--- src/itf_pkg.sv ---
package itf_pkg;

  localparam int PRICE_W   = 32;
  localparam int ALPHA_W   = 17;
  localparam int CNT_W     = 3;
  localparam int WARMUP_DEF = 6;

  localparam int IN_DATA_W  = 88;  // price + alpha + seed_value, padded to bytes
  localparam int OUT_DATA_W = 32;
  localparam int OUT_USER_W = 2;

  localparam logic [ALPHA_W-1:0] ALPHA_ONE = 17'd65536;

  // Datapath widths
  localparam int ACC_W  = 72;  // exact weighted sum, |sum| < 2^69
  localparam int RND_SH = 34;  // coefficients are scaled by 2^34
  localparam int Q_W    = ACC_W - RND_SH;
  localparam int A2_W   = 33;  // alpha squared, up to 2^32
  localparam int S_W    = 36;  // holding register for the two inner sums
  localparam int CHK_W  = 18;  // chunk width of the holding register
  localparam int MX_W   = 34;
  localparam int MY_W   = 19;
  localparam int PROD_W = MX_W + MY_W;

  // Microprogram
  localparam int UPC_W    = 4;
  localparam int N_STEPS  = 10;
  localparam logic [UPC_W-1:0] FIN_STEP = 4'd9;

  typedef logic [UPC_W-1:0] upc_t;

  typedef enum logic [2:0] {
    SRC_NONE,
    SRC_P0,
    SRC_P1,
    SRC_P2,
    SRC_Y1,
    SRC_Y2,
    SRC_PROD,
    SRC_HALF
  } src_t;

  localparam int N_SRC = 8;

  typedef enum logic [2:0] {
    SH_0,
    SH_1,
    SH_2,
    SH_18,
    SH_34,
    SH_35,
    SH_36
  } shamt_t;

  typedef enum logic {
    MX_A,
    MX_A2
  } mx_t;

  typedef enum logic [1:0] {
    MY_A,
    MY_SL,
    MY_SH
  } my_t;

  typedef enum logic {
    JC_NONE,
    JC_WARM
  } jc_t;

  typedef struct packed {
    src_t   t1_src;
    shamt_t t1_sh;
    logic   t1_neg;
    src_t   t2_src;
    shamt_t t2_sh;
    logic   t2_neg;
    logic   acc_keep;
    mx_t    mx;
    my_t    my;
    logic   a2_ld;
    logic   s_ld;
    jc_t    jc;
    upc_t   jtgt;
    logic   fin;
  } uword_t;

  // sum = A^2*S2 + 2^18*A*D + 2^34*(2*y1 - y2)
  //   S2 = -p0 + 2*p1 + 3*p2 - 4*y2
  //   D  =  p0 - p2 - 2*y1 + 2*y2
  localparam uword_t UCODE [N_STEPS] = '{
    // acc = -p0 + 2*p1, prod = A*A; warm-up items go straight to the output step
    '{SRC_P0,   SH_0,  1'b1, SRC_P1,   SH_1,  1'b0, 1'b0, MX_A,  MY_A,
      1'b0, 1'b0, JC_WARM, FIN_STEP, 1'b0},
    '{SRC_P2,   SH_1,  1'b0, SRC_P2,   SH_0,  1'b0, 1'b1, MX_A,  MY_A,
      1'b1, 1'b0, JC_NONE, 4'd0, 1'b0},
    '{SRC_Y2,   SH_2,  1'b1, SRC_NONE, SH_0,  1'b0, 1'b1, MX_A,  MY_A,
      1'b0, 1'b0, JC_NONE, 4'd0, 1'b0},
    // hold S2, start D
    '{SRC_P0,   SH_0,  1'b0, SRC_P2,   SH_0,  1'b1, 1'b0, MX_A,  MY_A,
      1'b0, 1'b1, JC_NONE, 4'd0, 1'b0},
    '{SRC_Y1,   SH_1,  1'b1, SRC_Y2,   SH_1,  1'b0, 1'b1, MX_A2, MY_SL,
      1'b0, 1'b0, JC_NONE, 4'd0, 1'b0},
    // hold D, final sum starts with A2*S2 low chunk
    '{SRC_PROD, SH_0,  1'b0, SRC_Y1,   SH_35, 1'b0, 1'b0, MX_A2, MY_SH,
      1'b0, 1'b1, JC_NONE, 4'd0, 1'b0},
    '{SRC_PROD, SH_18, 1'b0, SRC_Y2,   SH_34, 1'b1, 1'b1, MX_A,  MY_SL,
      1'b0, 1'b0, JC_NONE, 4'd0, 1'b0},
    '{SRC_PROD, SH_18, 1'b0, SRC_HALF, SH_0,  1'b0, 1'b1, MX_A,  MY_SH,
      1'b0, 1'b0, JC_NONE, 4'd0, 1'b0},
    '{SRC_PROD, SH_36, 1'b0, SRC_NONE, SH_0,  1'b0, 1'b1, MX_A,  MY_A,
      1'b0, 1'b0, JC_NONE, 4'd0, 1'b0},
    // round, saturate, deliver
    '{SRC_NONE, SH_0,  1'b0, SRC_NONE, SH_0,  1'b0, 1'b1, MX_A,  MY_A,
      1'b0, 1'b0, JC_NONE, 4'd0, 1'b1}
  };

  function automatic logic signed [ACC_W-1:0] shl(input logic signed [ACC_W-1:0] v,
                                                   input shamt_t s);
    case (s)
      SH_0:    shl = v;
      SH_1:    shl = v << 1;
      SH_2:    shl = v << 2;
      SH_18:   shl = v << 18;
      SH_34:   shl = v << 34;
      SH_35:   shl = v << 35;
      SH_36:   shl = v << 36;
      default: shl = v;
    endcase
  endfunction

endpackage

--- src/instantaneous_trendline_filter_core.sv ---
// One item at a time: a new item is accepted only once the previous one has left the
// output step, and warm-up items jump from the first step to the output step. The
// ten-step microprogram runs every product through one shared 34x19 multiplier
// and one accumulator. A result waiting at the output holds the last step only.
// Reset (rst_n low, synchronous): clears price/trend history and the warm-up count.
module instantaneous_trendline_filter_core
  import itf_pkg::*;
#(
  parameter int WARMUP = WARMUP_DEF
) (
  input  logic                  clk,
  input  logic                  rst_n,
  input  logic                  in_tvalid,
  output logic                  in_tready,
  input  logic [IN_DATA_W-1:0]  in_tdata,   // price[31:0], alpha[48:32], seed_value[80:49]
  output logic                  out_tvalid,
  input  logic                  out_tready,
  output logic [OUT_DATA_W-1:0] out_tdata,  // trend[31:0]
  output logic [OUT_USER_W-1:0] out_tuser   // in_warmup[0], saturated[1]
);

  typedef enum logic {
    ST_IDLE,
    ST_RUN
  } state_t;

  state_t state_r;
  upc_t   upc_r;
  uword_t uw;

  logic signed [PRICE_W-1:0] p0_r, seed_r;
  logic [ALPHA_W-1:0]        a_r;
  logic                      warm_r;
  logic signed [PRICE_W-1:0] last_price_r, older_price_r, last_trend_r, older_trend_r;
  logic [CNT_W-1:0]          count_r;

  logic signed [ACC_W-1:0]  acc_r, acc_nxt;
  logic signed [PROD_W-1:0] prod_r, prod_nxt;
  logic [A2_W-1:0]          a2_r;
  logic signed [S_W-1:0]    s_r;

  logic signed [ACC_W-1:0]  src_v [N_SRC];
  logic signed [ACC_W-1:0]  t1, t2;
  logic signed [MX_W-1:0]   mx_v;
  logic signed [MY_W-1:0]   my_v;

  logic signed [Q_W-1:0]     q;
  logic                      ovf;
  logic signed [PRICE_W-1:0] y_fin;
  logic                      sat_fin;

  logic                      out_valid_r;
  logic [PRICE_W-1:0]        out_trend_r;
  logic                      out_warm_r, out_sat_r;

  logic in_acc, fin_go;

  assign uw        = UCODE[upc_r];
  assign in_tready = (state_r == ST_IDLE);
  assign in_acc    = in_tvalid && in_tready;
  assign fin_go    = (state_r == ST_RUN) && uw.fin && (!out_valid_r || out_tready);

  // Operand sources, sign-extended to the accumulator width
  always_comb begin
    src_v[SRC_NONE] = '0;
    src_v[SRC_P0]   = {{(ACC_W-PRICE_W){p0_r[PRICE_W-1]}}, p0_r};
    src_v[SRC_P1]   = {{(ACC_W-PRICE_W){last_price_r[PRICE_W-1]}}, last_price_r};
    src_v[SRC_P2]   = {{(ACC_W-PRICE_W){older_price_r[PRICE_W-1]}}, older_price_r};
    src_v[SRC_Y1]   = {{(ACC_W-PRICE_W){last_trend_r[PRICE_W-1]}}, last_trend_r};
    src_v[SRC_Y2]   = {{(ACC_W-PRICE_W){older_trend_r[PRICE_W-1]}}, older_trend_r};
    src_v[SRC_PROD] = {{(ACC_W-PROD_W){prod_r[PROD_W-1]}}, prod_r};
    src_v[SRC_HALF] = {{(ACC_W-RND_SH){1'b0}}, 1'b1, {(RND_SH-1){1'b0}}};
  end

  always_comb begin
    t1 = shl(src_v[uw.t1_src], uw.t1_sh);
    t2 = shl(src_v[uw.t2_src], uw.t2_sh);
    if (uw.t1_neg) begin
      t1 = -t1;
    end
    if (uw.t2_neg) begin
      t2 = -t2;
    end
    acc_nxt = (uw.acc_keep ? acc_r : '0) + t1 + t2;
  end

  always_comb begin
    unique case (uw.mx)
      MX_A:  mx_v = {{(MX_W-ALPHA_W){1'b0}}, a_r};
      MX_A2: mx_v = {{(MX_W-A2_W){1'b0}}, a2_r};
    endcase
    case (uw.my)
      MY_A:    my_v = {{(MY_W-ALPHA_W){1'b0}}, a_r};
      MY_SL:   my_v = {{(MY_W-CHK_W){1'b0}}, s_r[CHK_W-1:0]};
      MY_SH:   my_v = {s_r[S_W-1], s_r[S_W-1:CHK_W]};
      default: my_v = '0;
    endcase
    prod_nxt = mx_v * my_v;
  end

  // Round (half already added), then clip to the 32-bit range; warm-up items take the seed
  always_comb begin
    q   = acc_r[ACC_W-1:RND_SH];
    ovf = (q[Q_W-1:PRICE_W-1] != {(Q_W-PRICE_W+1){q[PRICE_W-1]}});
    if (warm_r) begin
      y_fin   = seed_r;
      sat_fin = 1'b0;
    end else if (ovf) begin
      y_fin   = q[Q_W-1] ? {1'b1, {(PRICE_W-1){1'b0}}} : {1'b0, {(PRICE_W-1){1'b1}}};
      sat_fin = 1'b1;
    end else begin
      y_fin   = q[PRICE_W-1:0];
      sat_fin = 1'b0;
    end
  end

  always_ff @(posedge clk) begin
    if (!rst_n) begin
      state_r       <= ST_IDLE;
      upc_r         <= '0;
      out_valid_r   <= 1'b0;
      out_trend_r   <= '0;
      out_warm_r    <= 1'b0;
      out_sat_r     <= 1'b0;
      count_r       <= '0;
      last_price_r  <= '0;
      older_price_r <= '0;
      last_trend_r  <= '0;
      older_trend_r <= '0;
    end else begin
      if (fin_go) begin
        out_valid_r <= 1'b1;
        out_trend_r <= y_fin;
        out_warm_r  <= warm_r;
        out_sat_r   <= sat_fin;
      end else if (out_tready) begin
        out_valid_r <= 1'b0;
      end
      unique case (state_r)
        ST_IDLE: begin
          if (in_acc) begin
            state_r <= ST_RUN;
            upc_r   <= '0;
          end
        end
        ST_RUN: begin
          if (uw.fin) begin
            if (fin_go) begin
              state_r       <= ST_IDLE;
              older_price_r <= last_price_r;
              last_price_r  <= p0_r;
              older_trend_r <= last_trend_r;
              last_trend_r  <= y_fin;
              if (warm_r) begin
                count_r <= count_r + 1'b1;
              end
            end
          end else if (uw.jc == JC_WARM && warm_r) begin
            upc_r <= uw.jtgt;
          end else begin
            upc_r <= upc_r + 1'b1;
          end
        end
      endcase
    end
  end

  // Datapath registers
  always_ff @(posedge clk) begin
    if (in_acc) begin
      p0_r   <= in_tdata[PRICE_W-1:0];
      a_r    <= (in_tdata[PRICE_W+ALPHA_W-1:PRICE_W] > ALPHA_ONE) ? ALPHA_ONE
                : in_tdata[PRICE_W+ALPHA_W-1:PRICE_W];
      seed_r <= in_tdata[2*PRICE_W+ALPHA_W-1:PRICE_W+ALPHA_W];
      warm_r <= (count_r < CNT_W'(WARMUP));
    end
    if (state_r == ST_RUN && !uw.fin) begin
      acc_r  <= acc_nxt;
      prod_r <= prod_nxt;
      if (uw.a2_ld) begin
        a2_r <= prod_r[A2_W-1:0];
      end
      if (uw.s_ld) begin
        s_r <= acc_r[S_W-1:0];
      end
    end
  end

  assign out_tvalid = out_valid_r;
  assign out_tdata  = out_trend_r;
  assign out_tuser  = {out_sat_r, out_warm_r};

`ifndef SYNTHESIS
  a_rise_at_fin: assert property (@(posedge clk) disable iff (!rst_n)
    $rose(out_tvalid) |-> $past(state_r == ST_RUN && upc_r == FIN_STEP))
    else $error("result appeared outside the output step");

  a_warm_not_sat: assert property (@(posedge clk) disable iff (!rst_n)
    out_tvalid && out_tuser[0] |-> !out_tuser[1])
    else $error("warm-up item flagged as saturated");

  a_count_cap: assert property (@(posedge clk) disable iff (!rst_n)
    count_r <= CNT_W'(WARMUP))
    else $error("warm-up count ran past its limit");

  a_upc_range: assert property (@(posedge clk) disable iff (!rst_n)
    state_r == ST_RUN |-> upc_r <= FIN_STEP)
    else $error("step counter left the program");
`endif

endmodule
--- config.mk ---
export PLATFORM = sky130hd
export DESIGN_NAME = instantaneous_trendline_filter_core
export DESIGN_NICKNAME = d
export VERILOG_FILES = /design/src/itf_pkg.sv /design/src/instantaneous_trendline_filter_core.sv
export SDC_FILE = /design/constraint.sdc
export NUM_CORES = 2
export LEC_CHECK = 0
export BUFFER_PORTS_ARGS = -buffer_cell sky130_fd_sc_hd__buf_4
export CAP_MARGIN = 20
export CELL_PAD_IN_SITES_DETAIL_PLACEMENT = 1
export CELL_PAD_IN_SITES_GLOBAL_PLACEMENT = 2
export CORE_MARGIN = 4
export CORE_UTILIZATION = 41
export CTS_CLUSTER_SIZE = 40
export DETAILED_ROUTE_END_ITERATION = 12
export PLACE_DENSITY = 0.88
export SLEW_MARGIN = 10
export SYNTH_ARGS = -nofsm -noshare
export SYNTH_HDL_FRONTEND = slang
export SYNTH_SLANG_ARGS = --single-unit
export TNS_END_PERCENT = 10
--- constraint.sdc ---
create_clock -name clk -period 12.1 [get_ports clk]
set_clock_uncertainty 0.1 [all_clocks]
set_input_delay 2.42 -clock clk [delete_from_list [all_inputs] [get_ports clk]]
set_output_delay 2.42 -clock clk [all_outputs]
set_load 0.1 [all_outputs]
Word level (Yosys, flattened, before mapping)
Memories as Yosys holds them, arrays and structs flattened.
Cells that the tools add are included.
{"block": "classes", "addsub": 6, "n_mul": 1, "n_lt_le_gt_ge": 5, "n_eq_ne": 17, "muxes": 30, "bitwise": 5, "reduce_logical": 15}
{"op": "$pmux 72 s6", "count": 2}
{"op": "$mux 72", "count": 7}
{"op": "$bmux 72 s3", "count": 2}
{"op": "$add 72x72->72", "count": 2}
{"op": "$neg 72->72", "count": 2}
{"op": "$mux 32", "count": 3}
{"op": "$pmux 34 s2", "count": 1}
{"op": "$pmux 19 s3", "count": 1}
{"op": "$mul 34x19->53", "count": 1}
{"op": "$mux 26", "count": 2}
{"op": "$eq 3x3->1 const B", "count": 6}
{"op": "$gt 17x17->1 const B", "count": 1}
{"op": "$eq 3x2->1 const B", "count": 4}
{"op": "$mux 4", "count": 3}
{"op": "$ge 4x4->1 const B", "count": 2}
{"op": "$not 3->4", "count": 2}
{"op": "$pmux 4 s2", "count": 1}
{"op": "$mux 1", "count": 7}
{"op": "$eq 3x1->1 const B", "count": 2}
{"op": "$ne 6x6->1", "count": 1}
{"op": "$reduce_and 2->1", "count": 3}
{"op": "$ge 5x5->1 const B", "count": 1}
{"op": "$logic_and 1x1->1", "count": 5}
{"op": "$not 4->5", "count": 1}
{"op": "other kinds (15)", "count": 17}
{"block": "word_totals", "reg_bits": 447, "romBits": 416, "input_bits": 92, "output_inout_bits": 36, "word_cells": 99, "memories": 1}
{"name": "(no name shown)", "words": 16, "width": 26, "read_ports": 1, "rd_ports_with_merged_regs": 0, "wr": 0, "line_no": "instantaneous_trendline_filter_core.sv:58", "rtl": "assign uw = UCODE[upc_r];"}

Depth between registers and ports, before layout
{"block": "logic_depth", "depth_word": 13, "ltp_mapped": 37, "mapped_depth_nobuf": 30}

Worst setup path before layout
No wires, ideal clock.
{"block": "synth_timing", "kind": "reg-to-reg", "startpoint": "register upc_r[0]", "endpoint": "register prod_r[52], data pin", "setup_ps": 258, "arrival_time_ps": 9087, "path_slack_ps": 2655, "stages_incl_launch_ff": 36, "synth_period_minus_slack_ps": 9445, "path_cell_list": "dfxtp_1 -> buf_6 -> buf_4 -> buf_4 -> buf_4 -> clkbuf_1 -> buf_1 -> clkbuf_1 -> mux2i_1 -> o21a_1 -> clkbuf_1 -> buf_1 -> nor2_1 -> fa_1 -> inv_1 -> fa_1 -> fa_1 -> inv_1 -> fa_1 -> inv_1 -> fa_1 -> inv_1 -> fa_1 -> ha_1 -> ha_1 -> a21o_1 -> a21o_1 -> a21o_1 -> a311o_1 -> a221o_1 -> o21a_1 -> o21a_1 -> a211oi_1 -> o21bai_1 -> a221o_1 -> xnor2_1"}
{"block": "synth_between", "elab_chain_len": 7}
{"element": "from (decl)", "line_no": "instantaneous_trendline_filter_core.sv:28", "rtl": "upc_t upc_r;"}
{"element": "from (signal assigned)", "line_no": "instantaneous_trendline_filter_core.sv:159", "rtl": "upc_r <= uw.jtgt;"}
{"element": "from (signal assigned)", "line_no": "instantaneous_trendline_filter_core.sv:161", "rtl": "upc_r <= upc_r + 1'b1;"}
{"element": "$not 4->5 (implied by the code) (*)", "line_no": "instantaneous_trendline_filter_core.sv:58"}
{"element": "$mem_v2 16x26 (*)"}
{"element": "$mux 26 (implied by the code) (*) (2 in series)", "line_no": "instantaneous_trendline_filter_core.sv:58"}
{"element": "$eq 2x2->1, or another cell as far along", "line_no": "instantaneous_trendline_filter_core.sv:92", "rtl": "case (uw.my)"}
{"element": "$pmux 19 s3 / $pmux 34 s2 (equally long branches)", "line_no": "instantaneous_trendline_filter_core.sv:92, instantaneous_trendline_filter_core.sv:88"}
{"element": "$mul 34x19->53 (*)", "line_no": "instantaneous_trendline_filter_core.sv:98", "rtl": "prod_nxt = mx_v * my_v;"}
{"element": "net prod_nxt[52]", "line_no": "instantaneous_trendline_filter_core.sv:38", "rtl": "logic signed [PROD_W-1:0] prod_r, prod_nxt;"}
{"element": "to (signal assigned)", "line_no": "instantaneous_trendline_filter_core.sv:179", "rtl": "prod_r <= prod_nxt;"}
{"element": "to (decl)", "line_no": "instantaneous_trendline_filter_core.sv:38"}
The timed path passes the listed nets; every way through them passes the cells marked *. The select of a mux whose other input is x is not followed.
A chain may end at the register's enable or synchronous reset.

Final worst setup path
{"block": "layout_timing", "startpoint": "register upc_r[3]", "endpoint": "register prod_r[49], data pin"}
The elaborated chain is that of the path after synthesis.

==> impl_metrics.py <==
metrics = {
    "synth": {
        "synth_commonest_cells": "1001 x nand2_1, 636 x inv_1, 598 x fa_1, 495 x nor2_1, 344 x a21oi_1",
        "synth.area.mux_share_pct": 1.61,
        "yosys_register_bits": 415,
        "synth-simple-area-share_pct": 17.4,
        "synthTopCellsByArea": "fa_1 23%, edfxtp_1 16%, nand2_1 7.2%",
        "yosysWarnings": 0,
        "async_flop_share_pct": 0,
        "synth_fa_ha_area_share_pct": 29.2,
        "synth_cells": 6095,
        "syn_nets": 7051,
        "synth-edff-count": 276,
        "yosysTopAreaCell": "fa_1",
        "synth_xor_area_share_pct": 4.32,
        "synth_top_family_by_area": "adder cells",
        "netlist-cell-type-count": 116,
        "syn_avg_cell_area_sq_um": 8.61,
        "synth.top_cell.area_share_pct": 22.8,
        "synth_most_common_cell": "nand2_1",
        "ys.flop_type": "edfxtp_1",
        "ys_seq_area_share_pct": 21.1,
        "synth_compound_area_share_pct": 18.5,
        "netlist_area_sq_um": 52500,
    },
    "route": {
        "vias": 48113,
        "drt-total-wl_microns": 240000,
        "wl_per_cell_microns": 30.9,
        "drt-pass1-iter-count": 8,
        "final_antenna_net_count": 0,
        "drtIter0Drc": 4598,
        "drc": 0,
        "viasPerCell": 6.20,
    },
    "setup_path": {
        "critPathKind": "flop to flop",
        "worst_path_max_delay_cell": "dfxtp_4",
        "cp-startpoint": "upc_r[3]$_SDFFE_PN0P_",
        "path_common_cell": "fa_1",
        "worstSetupEndpoint": "prod_r[49]$_DFFE_PP_",
        "worst-r2r-setup-slack_ns": 2.00,
        "cp-end-kind": "flop",
        "slowest_delay_ns": 0.73,
        "required_ns": 12.40,
        "worstRegToRegCells": 30,
        "r2r-end": "prod_r[49]$_DFFE_PP_",
        "r2r_start": "upc_r[3]$_SDFFE_PN0P_",
        "cp.depth": 30,
        "arrival_ns": 10.40,
        "critPathMaxFanout": 39,
        "crit_family": "adder cells",
        "cp_num_buf_inv": 7,
        "crit_path_start_kind": "flop",
    },
    "layout": {
        "drive_gt1_share_pct": 8.47,
        "seq_area_sq_um": 11100,
        "fillCellCount": 14887,
        "nets": 7016,
        "area_growth_pct": 8.41,
        "design_area_sq_um": 56900,
        "multi_input_area_sq_um": 37400,
    },
    "cts": {
        "postCtsHoldBufs": 0,
        "clockBufferDepth": 3,
        "root_buffer": "clkbuf_16",
        "cts_tree": "done",
        "post_cts_buffers": 0,
        "clkTransAtPathRegs_ns": 0.06,
        "htree_levels": 2,
        "cts_made_buffers": 51,
        "clk_latency_ns": 0.67,
        "cts_sinks": 415,
        "cts_resized": 0,
    },
    "grt": {
        "grt.overflow.total": 0,
        "grt_pass1_wl_microns": 347000,
        "grt_pass1_vias": 50433,
        "grtUsageTotal_pct": 35.5,
        "grt_max_degree": 110,
        "antenna_found_initial": 14,
    },
    "floorplanning": {
        "start_util_pct": 41.5,
        "fp.coreArea_sq_um": 126000,
        "dieArea_sq_um": 134000,
        "die_h_microns": 366,
        "rows": 130,
        "dieWidth_microns": 366,
        "ios": 128,
    },
    "worst_hold_path": {
        "hold_class": "flop to flop",
    },
    "timing": {
        "relSlewSlack_pct": 10.4,
        "setup_slack_ns": 2.00,
        "finalMaxSlewViolations": 0,
        "max_slew.worst_pin.slew_ns": 1.34,
        "fin_setup_tns_ns": 0,
        "max_freq_ghz": 0.0990,
        "setup_viol": 0,
        "finalHoldViolations": 0,
        "period_needed_ns": 10.10,
        "period_share_pct": 83.5,
        "rsz0062_at_grt": "false",
    },
    "pwr": {
        "leakagePower_nw": 24.5,
        "p_per_area_nw_per_um2": 189,
        "vdd_drop_max_uv": 228,
    },
    "place": {
        "gp_congestion": 1.03,
        "portBuffers": 120,
        "pre_cts_ws_ns": 2.24,
        "dp_hpwl_microns": 189000,
        "placed_area_sq_um": 55200,
    },
    "run_status": {
        "outcome": "finished clean",
    },
    "run": {
        "drv_cap": 0,
    },
}
-- worst min path at each step --
stage | start | end | depth (start not counted)
4_1_cts | acc_r[14]$_DFFE_PP_ | s_r[14]$_DFFE_PP_ | 0
3_3_place_gp | acc_r[14]$_DFFE_PP_ | s_r[14]$_DFFE_PP_ | 0
3_5_place_dp | acc_r[9]$_DFFE_PP_ | s_r[9]$_DFFE_PP_ | 0
2_1_floorplan | acc_r[10]$_DFFE_PP_ | s_r[10]$_DFFE_PP_ | 0
5_1_grt | acc_r[14]$_DFFE_PP_ | s_r[14]$_DFFE_PP_ | 0
6_report | acc_r[9]$_DFFE_PP_ | s_r[9]$_DFFE_PP_ | 0
-- power by group --
group / leakage, nW / total (W) / internal [W] / switching (W)
Clock: 0.800 / 0.00158 / 0.000870 / 0.000708
Combinational: 20.0 / 0.00675 / 0.00253 / 0.00422
Sequential: 3.72 / 0.00245 / 0.00203 / 0.000415
-- through the flow --
stage | hold slack [ns] | util (%) | power (W) | cells
2_1_floorplan | 0.317 | - | 0.00660 | 6095
3_3_place_gp | 0.326 | 43.6 | 0.00880 | 7655
3_5_place_dp | 0.330 | 43.7 | 0.00899 | 7656
4_1_cts | 0.345 | 45.0 | 0.0107 | 7751
5_1_grt | 0.352 | 45.0 | 0.0114 | 7752
6_report | 0.343 | 45.0 | 0.0108 | 7758
-- kinds of logic after synthesis --
family / Yosys count
AND/OR/NAND/NOR: 2033
AO/OA/AOI/OAI: 1430
buffers and inverters: 1015
adder cells (fa/ha/maj): 864
flip-flops: 415
XOR/XNOR: 256
multiplexers: 82
-- layout by cell type, fill, tap and decap left out, drive strengths merged, types with 94 or more instances in the layout --
cell | netlist | final
a21boi | 136 | 136
a21o | 94 | 94
a21oi | 350 | 350
and2 | 96 | 96
buf | 136 | 289
dfxtp | 139 | 139
edfxtp | 276 | 276
fa | 598 | 598
ha | 266 | 266
inv | 637 | 640
nand2 | 1003 | 1003
nor2 | 497 | 497
o21ai | 240 | 240
xnor2 | 153 | 153
xor2 | 102 | 102
-- worst reg2reg max path: cells and delay by family, from the launching register on --
kind            cells  cell delay [ns]
xor+xnor            1             0.13
buf+inv             7             1.27
flops               1             0.73
fa+ha+maj           8             3.96
simple gates        6             1.58
compound gates      8             2.08
-- per-layer routing --
layer | wire [microns] | part of all wire (%) | track usage (%) | vias up
met5 | 13 | 0.0054 | 0 | -
met4 | 18000 | 7.5 | 22.2 | 2
met3 | 17900 | 7.5 | 5.68 | 652
met2 | 110000 | 46 | 58.1 | 2196
met1 | 93300 | 39 | 43.8 | 24675
li1 | - | - | - | 20588
-- sequential cells by signal, indices dropped and copies added, names as in the netlist, 3 cells and up --
| signal | cells |
|---|---|
| a_r | 17 |
| older_price_r | 32 |
| seed_r | 32 |
| acc_r | 72 |
| p0_r | 32 |
| last_price_r | 32 |
| last_trend_r | 32 |
| count_r | 3 |
| a2_r | 33 |
| s_r | 36 |
| upc_r | 4 |
| prod_r | 53 |
| older_trend_r | 32 |
-- cell type report --
type                       count  area share (%)
clock inverter                31           0.565
antenna                        6          0.0264
multi-input combinational   4665            65.8
tap                         1650            3.63
timing repair buffer         289            3.86
sequential                   415            19.5
clock buffer                  64            2.38
inverter                     638            4.21
Note: power is estimated with default switching activity, not from simulation.
